## src/rtl/rss_pkg.sv

```systemverilog
// ---------------------------------------------------------------------------
// rss_pkg
// Types, byte codes and helpers shared by the reply stream scanner modules.
// ---------------------------------------------------------------------------
package rss_pkg;

  localparam logic [7:0] LF_BYTE    = 8'h0A;
  localparam logic [7:0] D_BYTE     = 8'h64;
  localparam logic [7:0] NUL_BYTE   = 8'h00;
  localparam logic [7:0] PRINT_LO   = 8'h20;
  localparam logic [7:0] PRINT_HI   = 8'h7E;

  localparam logic [3:0] MIN_LEN_RESET = 4'd4;
  localparam logic [3:0] RUN_MAX       = 4'hF;

  localparam logic [1:0] KIND_HOST = 2'd0;
  localparam logic [1:0] KIND_CHAR = 2'd1;
  localparam logic [1:0] KIND_END  = 2'd2;

  localparam logic OP_BYTE  = 1'b0;
  localparam logic OP_FLUSH = 1'b1;

  localparam int QUEUE_DEPTH = 4;

  typedef struct packed {
    logic       opcode;
    logic [7:0] rx_byte;
  } in_item_t;

  typedef struct packed {
    logic [1:0] reply_kind;
    logic       host_normal;
    logic [7:0] text_char;
    logic       text_valid;
    logic       last_of_run;
  } out_item_t;

  // Results of one input item: one or two slots.
  typedef struct packed {
    logic      dual;
    out_item_t slot1;
    out_item_t slot0;
  } res_bundle_t;

  typedef enum logic [3:0] {
    PH_IDLE = 4'b0001,
    PH_LF   = 4'b0010,
    PH_LF_D = 4'b0100,
    PH_TEXT = 4'b1000
  } phase_t;

  function automatic logic is_printable(input logic [7:0] b);
    return (b >= PRINT_LO) && (b <= PRINT_HI);
  endfunction

  function automatic out_item_t mk_item(input logic [1:0] kind, input logic normal,
                                        input logic [7:0] ch, input logic valid);
    out_item_t r;
    r.reply_kind  = kind;
    r.host_normal = normal;
    r.text_char   = ch;
    r.text_valid  = valid;
    r.last_of_run = 1'b0;
    return r;
  endfunction

endpackage

```

## src/rtl/rss_front.sv

```systemverilog
// ---------------------------------------------------------------------------
// rss_front
// Byte classifier: tracks the prefix and text run state, builds the result
// bundle of each accepted item and holds the minimum length register.
// ---------------------------------------------------------------------------
module rss_front import rss_pkg::*; (
  input  logic        clk,
  input  logic        rst_n,
  input  logic        accept,
  input  in_item_t    item,
  input  logic        cfg_wr_en,
  input  logic [3:0]  cfg_wr_data,
  output logic        push,
  output res_bundle_t bundle
);

  phase_t     phase_r, phase_nxt;
  logic [3:0] run_r, run_nxt;
  logic [3:0] min_r;
  logic [1:0] n;
  out_item_t  s0, s1;
  logic [7:0] b;
  logic       pr;

  assign b  = item.rx_byte;
  assign pr = is_printable(b);

  always_comb begin
    phase_nxt = phase_r;
    run_nxt   = run_r;
    n         = 2'd0;
    s0        = mk_item(KIND_HOST, 1'b0, 8'h00, 1'b0);
    s1        = mk_item(KIND_HOST, 1'b0, 8'h00, 1'b0);
    if (accept) begin
      if (item.opcode == OP_FLUSH) begin
        if (phase_r == PH_TEXT) begin
          n  = 2'd1;
          s0 = mk_item(KIND_END, 1'b0, 8'h00, run_r >= min_r);
        end
        phase_nxt = PH_IDLE;
        run_nxt   = 4'd0;
      end else begin
        unique case (phase_r)
          PH_IDLE, PH_LF: begin
            if (phase_r == PH_LF && b == D_BYTE) begin
              phase_nxt = PH_LF_D;
            end else if (b == LF_BYTE) begin
              phase_nxt = PH_LF;
            end else if (pr) begin
              n         = 2'd1;
              s0        = mk_item(KIND_CHAR, 1'b0, b, 1'b0);
              run_nxt   = 4'd1;
              phase_nxt = PH_TEXT;
            end else begin
              phase_nxt = PH_IDLE;
            end
          end
          PH_LF_D: begin
            if (b == LF_BYTE || b == NUL_BYTE) begin
              n         = 2'd1;
              s0        = mk_item(KIND_HOST, b == LF_BYTE, 8'h00, 1'b0);
              phase_nxt = PH_IDLE;
            end else begin
              // drop the leading LF; the 0x64 opens a run, then rescan b
              n  = 2'd2;
              s0 = mk_item(KIND_CHAR, 1'b0, D_BYTE, 1'b0);
              if (pr) begin
                s1        = mk_item(KIND_CHAR, 1'b0, b, 1'b0);
                run_nxt   = 4'd2;
                phase_nxt = PH_TEXT;
              end else begin
                s1        = mk_item(KIND_END, 1'b0, 8'h00, 4'd1 >= min_r);
                run_nxt   = 4'd0;
                phase_nxt = PH_IDLE;
              end
            end
          end
          PH_TEXT: begin
            n = 2'd1;
            if (pr) begin
              s0      = mk_item(KIND_CHAR, 1'b0, b, 1'b0);
              run_nxt = (run_r == RUN_MAX) ? run_r : run_r + 4'd1;
            end else begin
              s0        = mk_item(KIND_END, 1'b0, 8'h00, run_r >= min_r);
              run_nxt   = 4'd0;
              phase_nxt = (b == LF_BYTE) ? PH_LF : PH_IDLE;
            end
          end
          default: begin
            phase_nxt = PH_IDLE;
            run_nxt   = 4'd0;
          end
        endcase
      end
    end
    if (n == 2'd1) s0.last_of_run = 1'b1;
    if (n == 2'd2) s1.last_of_run = 1'b1;
  end

  assign push         = accept && (n != 2'd0);
  assign bundle.dual  = (n == 2'd2);
  assign bundle.slot0 = s0;
  assign bundle.slot1 = s1;

  always_ff @(posedge clk) begin
    if (!rst_n) begin
      phase_r <= PH_IDLE;
      run_r   <= 4'd0;
      min_r   <= MIN_LEN_RESET;
    end else begin
      phase_r <= phase_nxt;
      run_r   <= run_nxt;
      if (cfg_wr_en) min_r <= cfg_wr_data;
    end
  end

  a_run_zero_outside_text: assert property (@(posedge clk) disable iff (!rst_n)
    (phase_r != PH_TEXT) |-> (run_r == 4'd0))
    else $error("run length nonzero outside a text run");

  a_text_has_run: assert property (@(posedge clk) disable iff (!rst_n)
    (phase_r == PH_TEXT) |-> (run_r != 4'd0))
    else $error("text run with zero length");

endmodule

```

## src/rtl/rss_queue.sv

```systemverilog
// ---------------------------------------------------------------------------
// rss_queue
// Short bundle queue between the classifier and the result serializer.
// ---------------------------------------------------------------------------
module rss_queue import rss_pkg::*; #(
  parameter int Depth = QUEUE_DEPTH
) (
  input  logic        clk,
  input  logic        rst_n,
  input  logic        push,
  input  res_bundle_t wr_data,
  output logic        full,
  input  logic        pop,
  output logic        empty,
  output res_bundle_t head
);

  localparam int AW = (Depth > 1) ? $clog2(Depth) : 1;
  localparam int CW = $clog2(Depth + 1);
  localparam logic [AW-1:0] LastPtr = AW'(Depth - 1);

  res_bundle_t   mem [Depth];
  logic [AW-1:0] wr_ptr_r, rd_ptr_r;
  logic [CW-1:0] cnt_r;
  logic          do_push, do_pop;

  assign full    = (cnt_r == CW'(Depth));
  assign empty   = (cnt_r == '0);
  assign do_push = push && !full;
  assign do_pop  = pop && !empty;
  assign head    = mem[rd_ptr_r];

  always_ff @(posedge clk) begin
    if (do_push) mem[wr_ptr_r] <= wr_data;
  end

  always_ff @(posedge clk) begin
    if (!rst_n) begin
      wr_ptr_r <= '0;
      rd_ptr_r <= '0;
      cnt_r    <= '0;
    end else begin
      if (do_push) wr_ptr_r <= (wr_ptr_r == LastPtr) ? '0 : wr_ptr_r + AW'(1);
      if (do_pop)  rd_ptr_r <= (rd_ptr_r == LastPtr) ? '0 : rd_ptr_r + AW'(1);
      if (do_push && !do_pop)      cnt_r <= cnt_r + CW'(1);
      else if (do_pop && !do_push) cnt_r <= cnt_r - CW'(1);
    end
  end

  a_cnt_bound: assert property (@(posedge clk) disable iff (!rst_n)
    cnt_r <= CW'(Depth))
    else $error("queue count beyond depth");

  a_no_push_when_full: assert property (@(posedge clk) disable iff (!rst_n)
    push |-> !full)
    else $error("bundle pushed into a full queue");

endmodule

```

## src/rtl/rss_back.sv

```systemverilog
// ---------------------------------------------------------------------------
// rss_back
// Result serializer: hands out the one or two results of the head bundle.
// ---------------------------------------------------------------------------
module rss_back import rss_pkg::*; (
  input  logic        clk,
  input  logic        rst_n,
  input  logic        q_empty,
  input  res_bundle_t q_head,
  output logic        q_pop,
  output logic        out_empty,
  input  logic        out_pop,
  output out_item_t   out_item
);

  logic idx_r;
  logic take;

  assign out_empty = q_empty;
  assign out_item  = idx_r ? q_head.slot1 : q_head.slot0;
  assign take      = out_pop && !q_empty;
  // advance to the next bundle after its last result
  assign q_pop     = take && (idx_r || !q_head.dual);

  always_ff @(posedge clk) begin
    if (!rst_n) begin
      idx_r <= 1'b0;
    end else if (take) begin
      idx_r <= !q_pop;
    end
  end

  a_idx_on_dual: assert property (@(posedge clk) disable iff (!rst_n)
    idx_r |-> (!q_empty && q_head.dual))
    else $error("second slot selected without a two-result bundle");

  a_last_ends_bundle: assert property (@(posedge clk) disable iff (!rst_n)
    (take && out_item.last_of_run) |-> q_pop)
    else $error("last result did not release its bundle");

endmodule

```

## src/rtl/reply_stream_scanner_core.sv

```systemverilog
// ---------------------------------------------------------------------------
// reply_stream_scanner_core
// Byte stream scanner for host query replies and printable text runs.
// ---------------------------------------------------------------------------
//  channel  direction  handshake            payload
//  in       input      in_push / in_full    in_item  (opcode, rx_byte)
//  out      output     out_pop / out_empty  out_item (kind, flags, char, last)
//  cfg      input      cfg_wr_en            cfg_wr_data (min_text_length)
//
// One item is accepted per cycle while the bundle queue has room; its results
// are registered in the bundle queue before they appear on the out ports.
// An item gives zero, one or two results; the serializer hands out one result
// per cycle while out_pop is high, so input stalls only when the QueueDepth
// bundle queue fills. Synchronous active-low reset clears the scan state,
// queue and serializer and loads min_text_length with 4.
// ---------------------------------------------------------------------------
module reply_stream_scanner_core import rss_pkg::*; #(
  parameter int QueueDepth = QUEUE_DEPTH
) (
  input  logic       clk,
  input  logic       rst_n,
  input  logic       in_push,
  output logic       in_full,
  input  in_item_t   in_item,
  output logic       out_empty,
  input  logic       out_pop,
  output out_item_t  out_item,
  input  logic       cfg_wr_en,
  input  logic [3:0] cfg_wr_data
);

  logic        accept;
  logic        f_push;
  res_bundle_t f_bundle;
  logic        q_pop, q_empty;
  res_bundle_t q_head;

  assign accept = in_push && !in_full;

  rss_front u_front (
    .clk         (clk),
    .rst_n       (rst_n),
    .accept      (accept),
    .item        (in_item),
    .cfg_wr_en   (cfg_wr_en),
    .cfg_wr_data (cfg_wr_data),
    .push        (f_push),
    .bundle      (f_bundle)
  );

  rss_queue #(.Depth(QueueDepth)) u_queue (
    .clk     (clk),
    .rst_n   (rst_n),
    .push    (f_push),
    .wr_data (f_bundle),
    .full    (in_full),
    .pop     (q_pop),
    .empty   (q_empty),
    .head    (q_head)
  );

  rss_back u_back (
    .clk       (clk),
    .rst_n     (rst_n),
    .q_empty   (q_empty),
    .q_head    (q_head),
    .q_pop     (q_pop),
    .out_empty (out_empty),
    .out_pop   (out_pop),
    .out_item  (out_item)
  );

endmodule

```

## config.mk

```make
export PLATFORM = sky130hd
export DESIGN_NAME = reply_stream_scanner_core
export DESIGN_NICKNAME = d
export VERILOG_FILES = /design/src/rtl/rss_pkg.sv /design/src/rtl/rss_front.sv /design/src/rtl/rss_queue.sv /design/src/rtl/rss_back.sv /design/src/rtl/reply_stream_scanner_core.sv
export SDC_FILE = /design/constraint.sdc
export NUM_CORES = 1
export LEC_CHECK = 0
export BUFFER_PORTS_ARGS = -buffer_cell sky130_fd_sc_hd__clkbuf_2
export CAP_MARGIN = 15
export CORE_ASPECT_RATIO = 1.5
export CORE_MARGIN = 1.5
export CORE_UTILIZATION = 30
export CTS_CLUSTER_SIZE = 12
export DETAILED_ROUTE_END_ITERATION = 8
export GPL_ROUTABILITY_DRIVEN = 0
export GPL_TIMING_DRIVEN = 0
export SLEW_MARGIN = 20
export SYNTH_ARGS = -nofsm -noshare
export SYNTH_HDL_FRONTEND = slang
export SYNTH_SLANG_ARGS = --single-unit
```

## constraint.sdc

```tcl
create_clock -name clk -period 4.1 [get_ports clk]
set_input_delay 0.82 -clock clk [delete_from_list [all_inputs] [get_ports clk]]
set_output_delay 0.82 -clock clk [all_outputs]
set_load 0.02 [all_outputs]
```

# Word-level counts from Yosys, hierarchy flattened
# Memories as Yosys holds them, arrays and structs flattened. A register that Yosys moved wholly into a read port is not among the register bits.
# Index checks and enable logic that the tools add are counted.
# op_classes
addsub,5
order_cmp,4
n_eq_ne,18
n_mux,50
n_reduce_logical,25
# ops
cell,count
$mux W13,12
$mux W4,13
$pmux W13 S3,1
$mux W12,2
$pmux W4 S3,2
$mux W2,11
$ne A3 B3 Y1 const B,4
$logic_and A1 B1 Y1,10
$eq A4 B4 Y1 const B,2
$eq A8 B4 Y1 const B,1
$eq A8 B7 Y1 const B,1
$ge A8 B6 Y1 const B,1
$le A8 B7 Y1 const B,1
$logic_not A8 Y1,1
$eq A2 B2 Y1 const B,3
$logic_not A1 Y1,6
$mux W1,6
$mux W3,2
$pmux W2 S3,1
$reduce_and A6 Y1,1
$add A2 B1 Y2 const B,2
$add A4 B1 Y4 const B,1
$eq A4 B1 Y1 const B,1
$eq A4 B2 Y1 const B,1
14 further kinds,16
# word_totals
reg_bits,20
ramBits,108
input_bits,18
output_inout_bits,15
wordCells,110
memories,1
# mem_list
name,words,word_bits,rd,rd_clocked_by_memory_dff,write_ports,line,rtl
u_queue.mem,4,27,1,1,1,rss_queue.sv:22,res_bundle_t mem [Depth];

# Depth between registers and ports, before layout
# Gate-level depths: netlist (run 1).
# logic_depth
ltp_word,15
mapped_depth,11
ltp_nobuf,10

# Modules after synthesis
# From an unflattened synthesis (run 1), not the netlist that was laid out.
# unflattened
hier_cells,381
area_unflattened_um2,5967.0
# modules_own_cells
mod,n_inst,cells_each,area_per_inst_um2,seq_area_each_um2
rss_queue,1,192,4424.2,3423.3
rss_front,1,167,1271.2,240.2
rss_back,1,21,257.7,20.0
reply_stream_scanner_core,1,1,13.8,0.0

# Least setup slack after synthesis (run 1)
# Ideal clock, no wire load.
# synth_timing
path_kind,input to register
startpoint,input port in_item[7] (netlist name)
endpoint,register u_queue.cnt_r[2]
setup_ps,70
arrival_ps,2914
required_ps,4030
setup_slack_ps,1116
path_stages,10
path_buffers,0
cell_sequence,o21ba_2 > o211ai_1 > a2111o_1 > o211ai_2 > ha_1 > inv_1 > fa_1 > xor2_1 > or3_1 > a21oi_1
# synth_via
elab_chain_cells,14
word_cells_on_any_way,23
cone_classes,2 x order compare; 2 x eq/ne; 8 x mux; 11 x reduce/logical
# synth_rtl
element,line,rtl
start: declaration,reply_stream_scanner_core.sv:24,"input in_item_t in_item,"
$ge A8 B6 Y1 or $le A8 B7 Y1 (tied branches),rss_pkg.sv:53,return (b >= PRINT_LO) && (b <= PRINT_HI);
$logic_and A1 B1 Y1,rss_pkg.sv:53,
$mux W1,rss_front.sv:49,end else if (pr) begin
$mux W2,rss_front.sv:47,end else if (b == LF_BYTE) begin
$mux W2,rss_front.sv:45,if (phase_r == PH_LF && b == D_BYTE) begin
$pmux W2 S3 *,rss_front.sv:43,unique case (phase_r)
$mux W2 *,rss_front.sv:35,if (item.opcode == OP_FLUSH) begin
$mux W2 *,rss_front.sv:34,if (accept) begin
$reduce_bool A2 Y1 *,rss_front.sv:100,assign push = accept && (n != 2'd0);
$logic_and A1 B1 Y1 *,rss_front.sv:100,
$logic_and A1 B1 Y1 *,rss_queue.sv:29,assign do_push = push && !full;
named net u_queue.do_push,rss_queue.sv:25,"logic do_push, do_pop;"
$logic_not A1 Y1,rss_queue.sv:46,else if (do_pop && !do_push) cnt_r <= cnt_r - CW'(1);
$logic_and A1 B1 Y1,rss_queue.sv:46,
$reduce_bool A2 Y1 (no line),--,
end signal: assignment,rss_queue.sv:45,if (do_push && !do_pop) cnt_r <= cnt_r + CW'(1);
end signal: assignment,rss_queue.sv:46,
end: declaration,rss_queue.sv:24,logic [CW-1:0] cnt_r;
# Mark *: on every way through the listed nets, which the timed path passes. The rest lies on a longest branch.
# A chain may end at the register's enable or synchronous reset.

==> impl_metrics.toml, run 1 <==
[placement]
io_buffers = 30
dpl.hpwl_mm = 7.75
dp_slack_ns = 0.698

[floorplan]
initial_utilization_pct = 30.5
design.portCount = 33
floorplan.die_area_um2 = 19000
die_width_um = 113
fp-row-count = 60
core-area_um2 = 17900
floorplan.die.height_um = 168

[pwr]
power.density_cell_area_nw_per_um2 = 539
power_frac_clock_pct = 39.3
switchingPower_mw = 0.972
combPwrFrac_pct = 19.5
power.share.switching_pct = 28.0
p_total_mw = 3.48
flop_pwr_share_pct = 41.3
vdd_drop_max_mv = 0.216
p_leak_nw = 2.22
intPower_mw = 2.50

[sta]
setup_tns_ns = 0
hold_viol = 0
final.min_clock_period_ns = 3.30
grt_setup_unrepaired = "false"
worst_slew_pin_slew_ns = 0.766
min_period_over_period_pct = 80.5
setup_viol_count_final = 0
slew_limit_headroom_pct = 48.9
clock_skew_ns = 0.00470
setup_slack_ns = 0.798
clock.fmax_ghz = 0.303
timing.final.max_slew_violations = 0

[setup_path]
worst-setup-path-type = "flop to output port"
crit_chain = "clkbuf_1, buf_2, mux4_2, nand2_1, nand2_1, clkbuf_2"
crit_family = "buffers and inverters"
critical_path.reg2reg.endpoint = "u_queue.cnt_r[2]"
worstSetupEndpointType = "output port"
timing.critical_path.from_type = "flop"
cp_data_arrival_time_ns = 2.48
crit_path_frequent_cell = "sky130_fd_sc_hd__nand2_1"
cp.required_ns = 3.28
crit-reg2reg-launch = "u_front.phase_r[2]"
critPathBufInv = 3
worst-path-max-fanout = 10
r2r.worst_path.cells = 10
worst_path_largest_cell_delay_ns = 0.58
crit_slowest_cell = "sky130_fd_sc_hd__mux4_2"
timing.reg2reg.setup_slack_ns = 1.04

[clock_network]
cts_resized = 0
cts.reportedPaths.clkPinSlew_ns = 0.05
sink_count_of_the_clock_tree = 122
cts-root-to-sink-buffers = 2
tritoncts.num_buffers = 17
post_cts_buffers = 0
cts_hold_buf = 0
tritoncts_clock_tree = "built"
clkLatencyLatePin_ns = 0.41
cts_htree_levels = 4
cell_at_the_root_of_the_clock_tree = "sky130_fd_sc_hd__clkbuf_16"

[layout]
final-seq-area_um2 = 3440
nNetsFinal = 462
share_of_layout_cells_above_drive_strength_1_pct = 23.8
antenna_diode_count = 0
post-route-util_pct = 36.1
areaGrowthSynthToFinish_pct = 18.5
multi_input_combinational_cell_area_um2 = 1910
layout.filler_cells = 1757

[hold_path]
timing.hold.worst_path_depth = 2
timing.hold.worst.start = "u_queue.wr_ptr_r[1]"
hold_path.class = "flop to flop"
hold_path_end = "u_queue.wr_ptr_r[1]"

[logic_synthesis]
synth_cells = 376
number_of_warnings_issued_by_yosys = 0
post_synth_edffs = 100
synth-async-reset-ratio_pct = 0
synthFlopType = "sky130_fd_sc_hd__edfxtp_1"
synth_common_cells = "sky130_fd_sc_hd__edfxtp_1, sky130_fd_sc_hd__nand2_1, sky130_fd_sc_hd__mux4_2"
post-synth-top-count-cell = "sky130_fd_sc_hd__edfxtp_1"
synth.cell_area_um2 = 5450
syn_area_per_cell_um2 = 14.5
synth_area_leaders = "sky130_fd_sc_hd__edfxtp_1, sky130_fd_sc_hd__mux4_2, sky130_fd_sc_hd__dfxtp_1"
synth.top_cell.area_share_pct = 55.1
netlist.top_cell.by_area = "sky130_fd_sc_hd__edfxtp_1"
yosys_register_bits = 122
synthDistinctLibCells = 61
portion_of_the_post_synthesis_area_used_by_sequential_elements_pct = 63.2

[outcome]
run_status = "completed"

[drt]
drtIter0Drc = 162
avgRoutedWirePerCell_um = 17.1
routed-via-count = 3271
ant_nets = 0
total_routed_wirelength_mm = 11.3
post_drt_via_cell_ratio = 4.94
drc = 0
detailedRoute.firstPassIterationCount = 4

[run]
number_of_maximum_capacitance_constraint_violations = 0

[global_route]
antenna_violations_before_repair = 0
first_global_vias = 3500
grt_first_pass_wirelength_mm = 18.5
largest_net_degree_at_the_start_of_global_routing = 26
globalRoute.totalOverflow = 0
grt.total_usage_pct = 12.8
layer usage:
| layer | vias up | GRT usage [%] | routed length [um] |
|---|---|---|---|
| met5 | - | 0 | 0 |
| met4 | 0 | 5.00 | 248 |
| met3 | 15 | 3.20 | 368 |
| met2 | 65 | 23.6 | 6290 |
| met1 | 1639 | 14.0 | 4410 |
| li1 | 1552 | - | - |
power groups by stage:
stage,combinational (mW),clock [mW],sequential [mW]
floorplan,0.495,0,1.45
global placement,0.677,0,1.46
detailed placement,0.693,0,1.46
CTS,0.695,1.39,1.43
global route,0.747,1.44,1.44
finish,0.676,1.37,1.43
cells by family (layout without fill, tap and decap cells):
kind of cell	count (synthesis)	in the layout	share of synthesized area, %
buffers and inverters	30	92	2.23
muxes	35	35	12.2
and+or+nand+nor	123	123	11.8
other	1	8	0.0689
DFF	122	122	63.2
adders and majority gates	12	12	2.89
xor gates and xnor gates	5	5	0.804
AOI/OAI and AO/OA	48	48	6.80
layout by cell type (no fill, tap or decap), types with 6 or more instances in the layout:
cell type and count:
sky130_fd_sc_hd__and2_1 13, sky130_fd_sc_hd__nor2_1 20, sky130_fd_sc_hd__clkbuf_1 10, sky130_fd_sc_hd__inv_1 14, sky130_fd_sc_hd__a21oi_1 7, sky130_fd_sc_hd__conb_1 8
sky130_fd_sc_hd__clkbuf_2 30, sky130_fd_sc_hd__o21ai_0 6, sky130_fd_sc_hd__dfxtp_1 22, sky130_fd_sc_hd__mux4_2 25, sky130_fd_sc_hd__mux2i_1 10, sky130_fd_sc_hd__ha_1 11
sky130_fd_sc_hd__edfxtp_1 100, sky130_fd_sc_hd__clkbuf_16 17, sky130_fd_sc_hd__nand2_1 50
worst max path at each step:
stage               startpoint                 end  slack [ns]  cells past startpoint
floorplan           in_item[7]    u_queue.cnt_r[2]        1.12                     10
global placement    in_item[7]  u_queue.mem[3][17]        0.54                      6
detailed placement  in_item[7]    u_queue.cnt_r[2]        0.70                     11
CTS                       flop        out_item[11]        0.69                      6
global route              flop        out_item[11]        0.61                      6
finish                    flop        out_item[11]        0.80                      6
stage by stage:
| step | cells | hold slack, ns | instance area (um2) |
|---|---|---|---|
| after global routing | 662 | 0.533 | 6450 |
| after global placement | 630 | 0.477 | 5890 |
| after floorplan | 383 | 0.460 | 5470 |
| final | 662 | 0.505 | 6450 |
| after detailed placement | 630 | 0.498 | 5900 |
| after CTS | 662 | 0.515 | 6450 |
worst min-delay path, stage by stage, from the launching register on:
cell and delay, ns:
sky130_fd_sc_hd__dfxtp_1 0.33, sky130_fd_sc_hd__nand2_1 0.07, sky130_fd_sc_hd__mux2i_1 0.06
registers in the layout (all words and copies together) (netlist names), named ones only:
register	flops
u_front.min_r	4
u_front.phase_r	4
u_queue.wr_ptr_r	2
u_back.idx_r	1
u_queue.rd_ptr_r	2
u_queue.cnt_r	3
u_front.run_r	4
u_queue.mem	100
layout make-up:
type,instances,area share (%)
repair buffers,30,2.33
clock inverters,15,1.98
well taps,217,4.21
multi-input cells,231,29.6
flip-flops and latches,122,53.4
plain buffers,16,1.07
clock buffers,17,6.59
inverters,14,0.814
Power figures use the tool's default switching activity.
==> inputs of run 2 (changes only) <==
==> constraint.sdc (replaced) <==
create_clock -name clk -period 3.2 [get_ports clk]
set_input_delay 0.64 -clock clk [delete_from_list [all_inputs] [get_ports clk]]
set_output_delay 0.64 -clock clk [all_outputs]
set_load 0.02 [all_outputs]
==> run 2 against run 1 <==
Sequential power is 29% higher. Global-route usage stayed put. Non-clock buffer count unchanged. Via count is essentially flat. Critical endpoint unchanged. Largest cell class unchanged. Worst setup slack got worse by 0.68 ns.
==> impl_metrics.toml, run 2 (synthesis results as in run 1) <==
[outcome]
run_status = "completed"

[setup_path]
crit-reg2reg-launch = "u_front.phase_r[2]"
worst_path_largest_cell_delay_ns = 0.63
crit_family = "buffers and inverters"
worst-setup-path-type = "flop to output port"
critical_path.reg2reg.endpoint = "u_queue.cnt_r[2]"
worst-path-max-fanout = 10
crit_slowest_cell = "sky130_fd_sc_hd__clkbuf_1"
crit_chain = "clkbuf_1, clkbuf_1, mux4_2, nand2_1, nand2_1, clkbuf_2"
r2r.worst_path.cells = 10
timing.critical_path.from_type = "flop"
cp.required_ns = 2.56
timing.reg2reg.setup_slack_ns = 0.14
cp_data_arrival_time_ns = 2.44
critPathBufInv = 3
worstSetupEndpointType = "output port"

[placement]
placed_cells = 630
dp_slack_ns = -0.0219
dpl.hpwl_mm = 7.75
io_buffers = 30

[clock_network]
tritoncts.num_buffers = 17
cell_at_the_root_of_the_clock_tree = "sky130_fd_sc_hd__clkbuf_16"
cts_hold_buf = 0
cts.reportedPaths.clkPinSlew_ns = 0.05
sink_count_of_the_clock_tree = 122
clkLatencyLatePin_ns = 0.41
tritoncts_clock_tree = "built"
cts_htree_levels = 4
cts-root-to-sink-buffers = 2

[floorplan]
floorplan.die_area_um2 = 19000
initial_utilization_pct = 30.5
floorplan.die.height_um = 168
core-area_um2 = 17900
die_width_um = 113
fp-row-count = 60
design.portCount = 33

[sta]
slew_limit_headroom_pct = 48.9
min_period_over_period_pct = 96.2
clock.fmax_ghz = 0.325
timing.final.max_slew_violations = 0
worst_slew_pin_slew_ns = 0.767
grt_setup_unrepaired = "false"
hold_viol = 0
clock_skew_ns = 0.00702
final.min_clock_period_ns = 3.08
setup_viol_count_final = 0
setup_slack_ns = 0.122

[global_route]
first_global_vias = 3500
grt_first_pass_wirelength_mm = 18.5
globalRoute.totalOverflow = 0
antenna_violations_before_repair = 0
grt.total_usage_pct = 12.8
largest_net_degree_at_the_start_of_global_routing = 26

[layout]
post-route-util_pct = 36.1
areaGrowthSynthToFinish_pct = 18.6
max_ffs_per_register = 100
share_of_layout_cells_above_drive_strength_1_pct = 23.8
mostFrequentLayoutCells = "sky130_fd_sc_hd__edfxtp_1, sky130_fd_sc_hd__nand2_1, sky130_fd_sc_hd__clkbuf_2"
nNetsFinal = 462
top_register = "u_queue.mem"
antenna_diode_count = 0
fin_cells = 662
most_common_cell_after_layout_fill_and_taps_aside = "sky130_fd_sc_hd__edfxtp_1"

[pwr]
vdd_drop_max_mv = 0.276
intPower_mw = 3.21
power_frac_clock_pct = 39.2
p_leak_nw = 2.22
flop_pwr_share_pct = 41.2
power.share.switching_pct = 28.0
switchingPower_mw = 1.25
power.density_cell_area_nw_per_um2 = 690
combPwrFrac_pct = 19.5

[drt]
drtIter0Drc = 164
total_routed_wirelength_mm = 11.3
ant_nets = 0
routed-via-count = 3272
drc = 0
post_drt_via_cell_ratio = 4.94
detailedRoute.firstPassIterationCount = 4
avgRoutedWirePerCell_um = 17.1

[hold_path]
timing.hold.worst.start = "cfg_wr_data[2]"
hold_path_end = "u_front.min_r[2]"
timing.hold.worst_path_depth = 3
hold_path.class = "input port to flop"

[run]
number_of_maximum_capacitance_constraint_violations = 0
run 2: cell types whose count changed in the layout (fill, tap and decap cells not counted), sizes merged:
| cell | before | now |
|---|---|---|
| buf | 6 | 5 |
| clkbuf | 57 | 58 |
run 2: per-layer routing:
| layer | track usage (%) | wire (um) | vias up |
|---|---|---|---|
| met4 | 5.00 | 212 | 0 |
| met3 | 3.20 | 388 | 15 |
| met1 | 14.0 | 4390 | 1642 |
| met2 | 23.6 | 6300 | 64 |
| met5 | 0 | 0 | - |
| li1 | - | - | 1551 |
run 2: cell type report:
cell class / instances / area [um2]
Fill cell: 1756 / 11400
Sequential cell: 122 / 3440
Multi-Input combinational cell: 231 / 1910
Clock buffer: 17 / 425
Tap cell: 217 / 272
Timing Repair Buffer: 30 / 150
Clock inverter: 15 / 128
Buffer: 16 / 73.8
Inverter: 14 / 52.6
run 2: how the worst max path moves through the flow:
stage / cells after the start / slack [ns] / end / start
6_report: 6 / 0.12 / out_item[11] / flop
2_1_floorplan: 11 / 0.38 / u_queue.cnt_r[2] / u_front.phase_r[3]
3_3_place_gp: 6 / -0.18 / u_queue.mem[3][17] / in_item[7]
3_5_place_dp: 11 / -0.02 / u_queue.cnt_r[2] / in_item[7]
4_1_cts: 6 / 0.03 / out_item[4] / flop
5_1_grt: 6 / 0.002 / out_item[5] / flop
run 2: through the flow:
| step | area (um2) | TNS [ns] | total power [mW] | hold slack [ns] |
|---|---|---|---|---|
| 6_report | 6460 | 0 | 4.46 | 0.458 |
| 5_1_grt | 6460 | 0 | 4.66 | 0.479 |
| 4_1_cts | 6450 | 0 | 4.51 | 0.445 |
| 3_5_place_dp | 5900 | -0.0219 | 2.76 | 0.498 |
| 3_3_place_gp | 5890 | -16.69 | 2.73 | 0.477 |
| 2_1_floorplan | 5470 | 0 | 2.49 | 0.460 |
run 2: what timing repair did:
action                                  4_1_cts  5_1_grt
pin swaps                                     0        0
resized for setup                             1        1
cloned                                        0        0
endpoints found under the setup margin        2       10
buffers inserted                              0        0
run 2: worst min-delay path: cells and delay by family:
kind,cells,cell delay (ns)
simple gates,1,0.05
buf+inv,1,0.08
compound gates,1,0.06
run 2: power groups by stage:
| stage | registers [mW] | logic [mW] | clock network, mW |
|---|---|---|---|
| after CTS | 1.84 | 0.893 | 1.78 |
| final | 1.84 | 0.871 | 1.75 |
| after floorplan | 1.86 | 0.634 | 0 |
| after detailed placement | 1.87 | 0.888 | 0 |
| after global placement | 1.87 | 0.867 | 0 |
| after global routing | 1.85 | 0.962 | 1.85 |
==> inputs of run 3 (changes only) <==
--- a/config.mk
+++ b/config.mk
@@ -5,7 +5,7 @@
 export SDC_FILE = /design/constraint.sdc
 export NUM_CORES = 1
 export LEC_CHECK = 0
-export BUFFER_PORTS_ARGS = -buffer_cell sky130_fd_sc_hd__clkbuf_2
+export BUFFER_PORTS_ARGS = -buffer_cell sky130_fd_sc_hd__buf_2
 export CAP_MARGIN = 15
 export CORE_ASPECT_RATIO = 1.5
 export CORE_MARGIN = 1.5
==> run 3 against run 2 <==
Non-clock buffer count decreased by 1. Critical path type unchanged. Cell count decreased by 0.15%. Clock skew increased by 0.0052 ns. Sequential power about the same. Clock power increased by 13%. Critical endpoint unchanged. First-iteration DRC count increased by 18%. Flip-flop and latch count unchanged. Worst setup slack improved by 0.0028 ns. Clock-buffer cell count unchanged.
==> impl_metrics.toml, run 3 (synthesis results as in run 1) <==
[global_route]
first_global_vias = 3480
grt_first_pass_wirelength_mm = 18.2
antenna_violations_before_repair = 1
largest_net_degree_at_the_start_of_global_routing = 26
grt.total_usage_pct = 12.7
globalRoute.totalOverflow = 0

[clock_network]
post_cts_buffers = 0
cell_at_the_root_of_the_clock_tree = "sky130_fd_sc_hd__clkbuf_16"
tritoncts.num_buffers = 17
tritoncts_clock_tree = "built"
cts_hold_buf = 0
clkLatencyLatePin_ns = 0.42
cts_htree_levels = 4
sink_count_of_the_clock_tree = 122
cts-root-to-sink-buffers = 2
cts.reportedPaths.clkPinSlew_ns = 0.06

[sta]
slew_limit_headroom_pct = 48.4
final.min_clock_period_ns = 3.08
clock_skew_ns = 0.0122
worst_slew_pin_slew_ns = 0.774
grt_setup_unrepaired = "false"
clock.fmax_ghz = 0.325
timing.final.max_slew_violations = 0
min_period_over_period_pct = 96.1
hold_viol = 0
setup_viol_count_final = 0

[setup_path]
crit-reg2reg-launch = "u_front.phase_r[2]"
critical_path.reg2reg.endpoint = "u_queue.cnt_r[2]"
r2r.worst_path.cells = 10
worstSetupEndpointType = "output port"
crit_chain = "clkbuf_1, clkbuf_1, mux4_2, nand2_1, nand2_1, buf_2"
worst-path-max-fanout = 10
cp.required_ns = 2.56
cp_data_arrival_time_ns = 2.44
timing.reg2reg.setup_slack_ns = 0.13
crit_family = "buffers and inverters"
worst_path_largest_cell_delay_ns = 0.64
timing.critical_path.from_type = "flop"
worst-setup-path-type = "flop to output port"
crit_slowest_cell = "sky130_fd_sc_hd__clkbuf_1"
critPathBufInv = 3

[layout]
share_of_layout_cells_above_drive_strength_1_pct = 24.1
multi_input_combinational_cell_area_um2 = 1910
areaGrowthSynthToFinish_pct = 19.6
stdcell_area_um2 = 6520
antenna_diode_count = 0
max_ffs_per_register = 100
final-seq-area_um2 = 3440
top_register = "u_queue.mem"
layout.filler_cells = 1721
mostFrequentLayoutCells = "sky130_fd_sc_hd__edfxtp_1, sky130_fd_sc_hd__nand2_1, sky130_fd_sc_hd__buf_2"
nNetsFinal = 461
most_common_cell_after_layout_fill_and_taps_aside = "sky130_fd_sc_hd__edfxtp_1"
post-route-util_pct = 36.5

[floorplan]
die_width_um = 113
floorplan.die.height_um = 168
fp-row-count = 60
initial_utilization_pct = 30.5
core-area_um2 = 17900
design.portCount = 33
floorplan.die_area_um2 = 19000

[drt]
drtIter0Drc = 193
post_drt_via_cell_ratio = 4.95
detailedRoute.firstPassIterationCount = 4
ant_nets = 0
total_routed_wirelength_mm = 11.4
routed-via-count = 3275
avgRoutedWirePerCell_um = 17.3
drc = 0

[outcome]
run_status = "completed"

[hold_path]
hold_path.class = "input port to flop"
timing.hold.worst_path_depth = 3
hold_path_end = "u_front.min_r[2]"
timing.hold.worst.start = "cfg_wr_data[2]"

[placement]
io_buffers = 30
placed_area_um2 = 5900
dpl.hpwl_mm = 7.83

[run]
number_of_maximum_capacitance_constraint_violations = 0

[pwr]
power.density_cell_area_nw_per_um2 = 719
p_leak_nw = 2.25
vdd_drop_max_mv = 0.352
-- run 3: cell types whose count changed in the layout (fill, tap and decap cells not counted) --
cell | before | now
sky130_fd_sc_hd__buf_2 | 2 | 32
sky130_fd_sc_hd__clkinv_2 | 4 | 1
sky130_fd_sc_hd__clkinvlp_4 | 4 | 2
sky130_fd_sc_hd__clkbuf_1 | 10 | 9
sky130_fd_sc_hd__clkinv_1 | 1 | 0
sky130_fd_sc_hd__inv_6 | 2 | 6
sky130_fd_sc_hd__bufinv_16 | 1 | 3
sky130_fd_sc_hd__clkbuf_2 | 30 | 0
-- run 3: report_power, final --
group	leakage (nW)	internal (mW)	switching, mW
combinational	0.916	0.359	0.494
sequential	1.04	1.79	0.0605
clock	0.296	1.24	0.740
-- run 3: what timing repair did --
action                                  CTS  global route
gates resized for setup                   1             1
gates cloned                              0             0
endpoints found under the setup margin    2            10
-- run 3: worst max-delay path by stage --
stage	end	depth (start not counted)	slack, ns	start
finish	out_item[11]	6	0.12	flop
global route	out_item[11]	6	0.03	flop
CTS	out_item[11]	6	0.04	flop
detailed placement	u_queue.cnt_r[2]	11	-0.003	in_item[7]
global placement	u_queue.mem[0][24]	6	-0.14	in_item[7]
floorplan	u_queue.cnt_r[2]	11	0.38	u_front.phase_r[3]
-- run 3: cell type report --
type                            count  area share, %
Sequential cell                   122           52.9
Multi-Input combinational cell    231           29.4
Clock buffer                       17           6.53
Tap cell                          217           4.17
Clock inverter                     15           2.90
Timing Repair Buffer               30           2.30
Buffer                             15           1.08
Inverter                           14          0.807
-- run 3: per-stage QoR --
step                power, mW  instances  hold WS, ns  worst slack, ns  setup TNS (ns)
finish                   4.68        661        0.446            0.125               0
global route             4.86        661        0.484           0.0276               0
CTS                      4.73        662        0.436           0.0387               0
detailed placement       2.75        630        0.494         -0.00321        -0.00321
global placement         2.73        630        0.478           -0.141          -13.23
floorplan                2.49        383        0.460            0.378               0
-- run 3: per-layer routing --
layer  vias to the layer above  track usage (%)  routed length, um
met3                        16             2.52                445
met5                         -                0                 12
met2                        91             23.6               6300
li1                       1543                -                  -
met4                         2             6.20                207
met1                      1623             13.5               4480
-- run 3: tightest hold or removal path, cell delays in order --
cell                       delay (ns)
sky130_fd_sc_hd__buf_2           0.07
sky130_fd_sc_hd__nand2_1         0.05
sky130_fd_sc_hd__o211ai_1        0.07
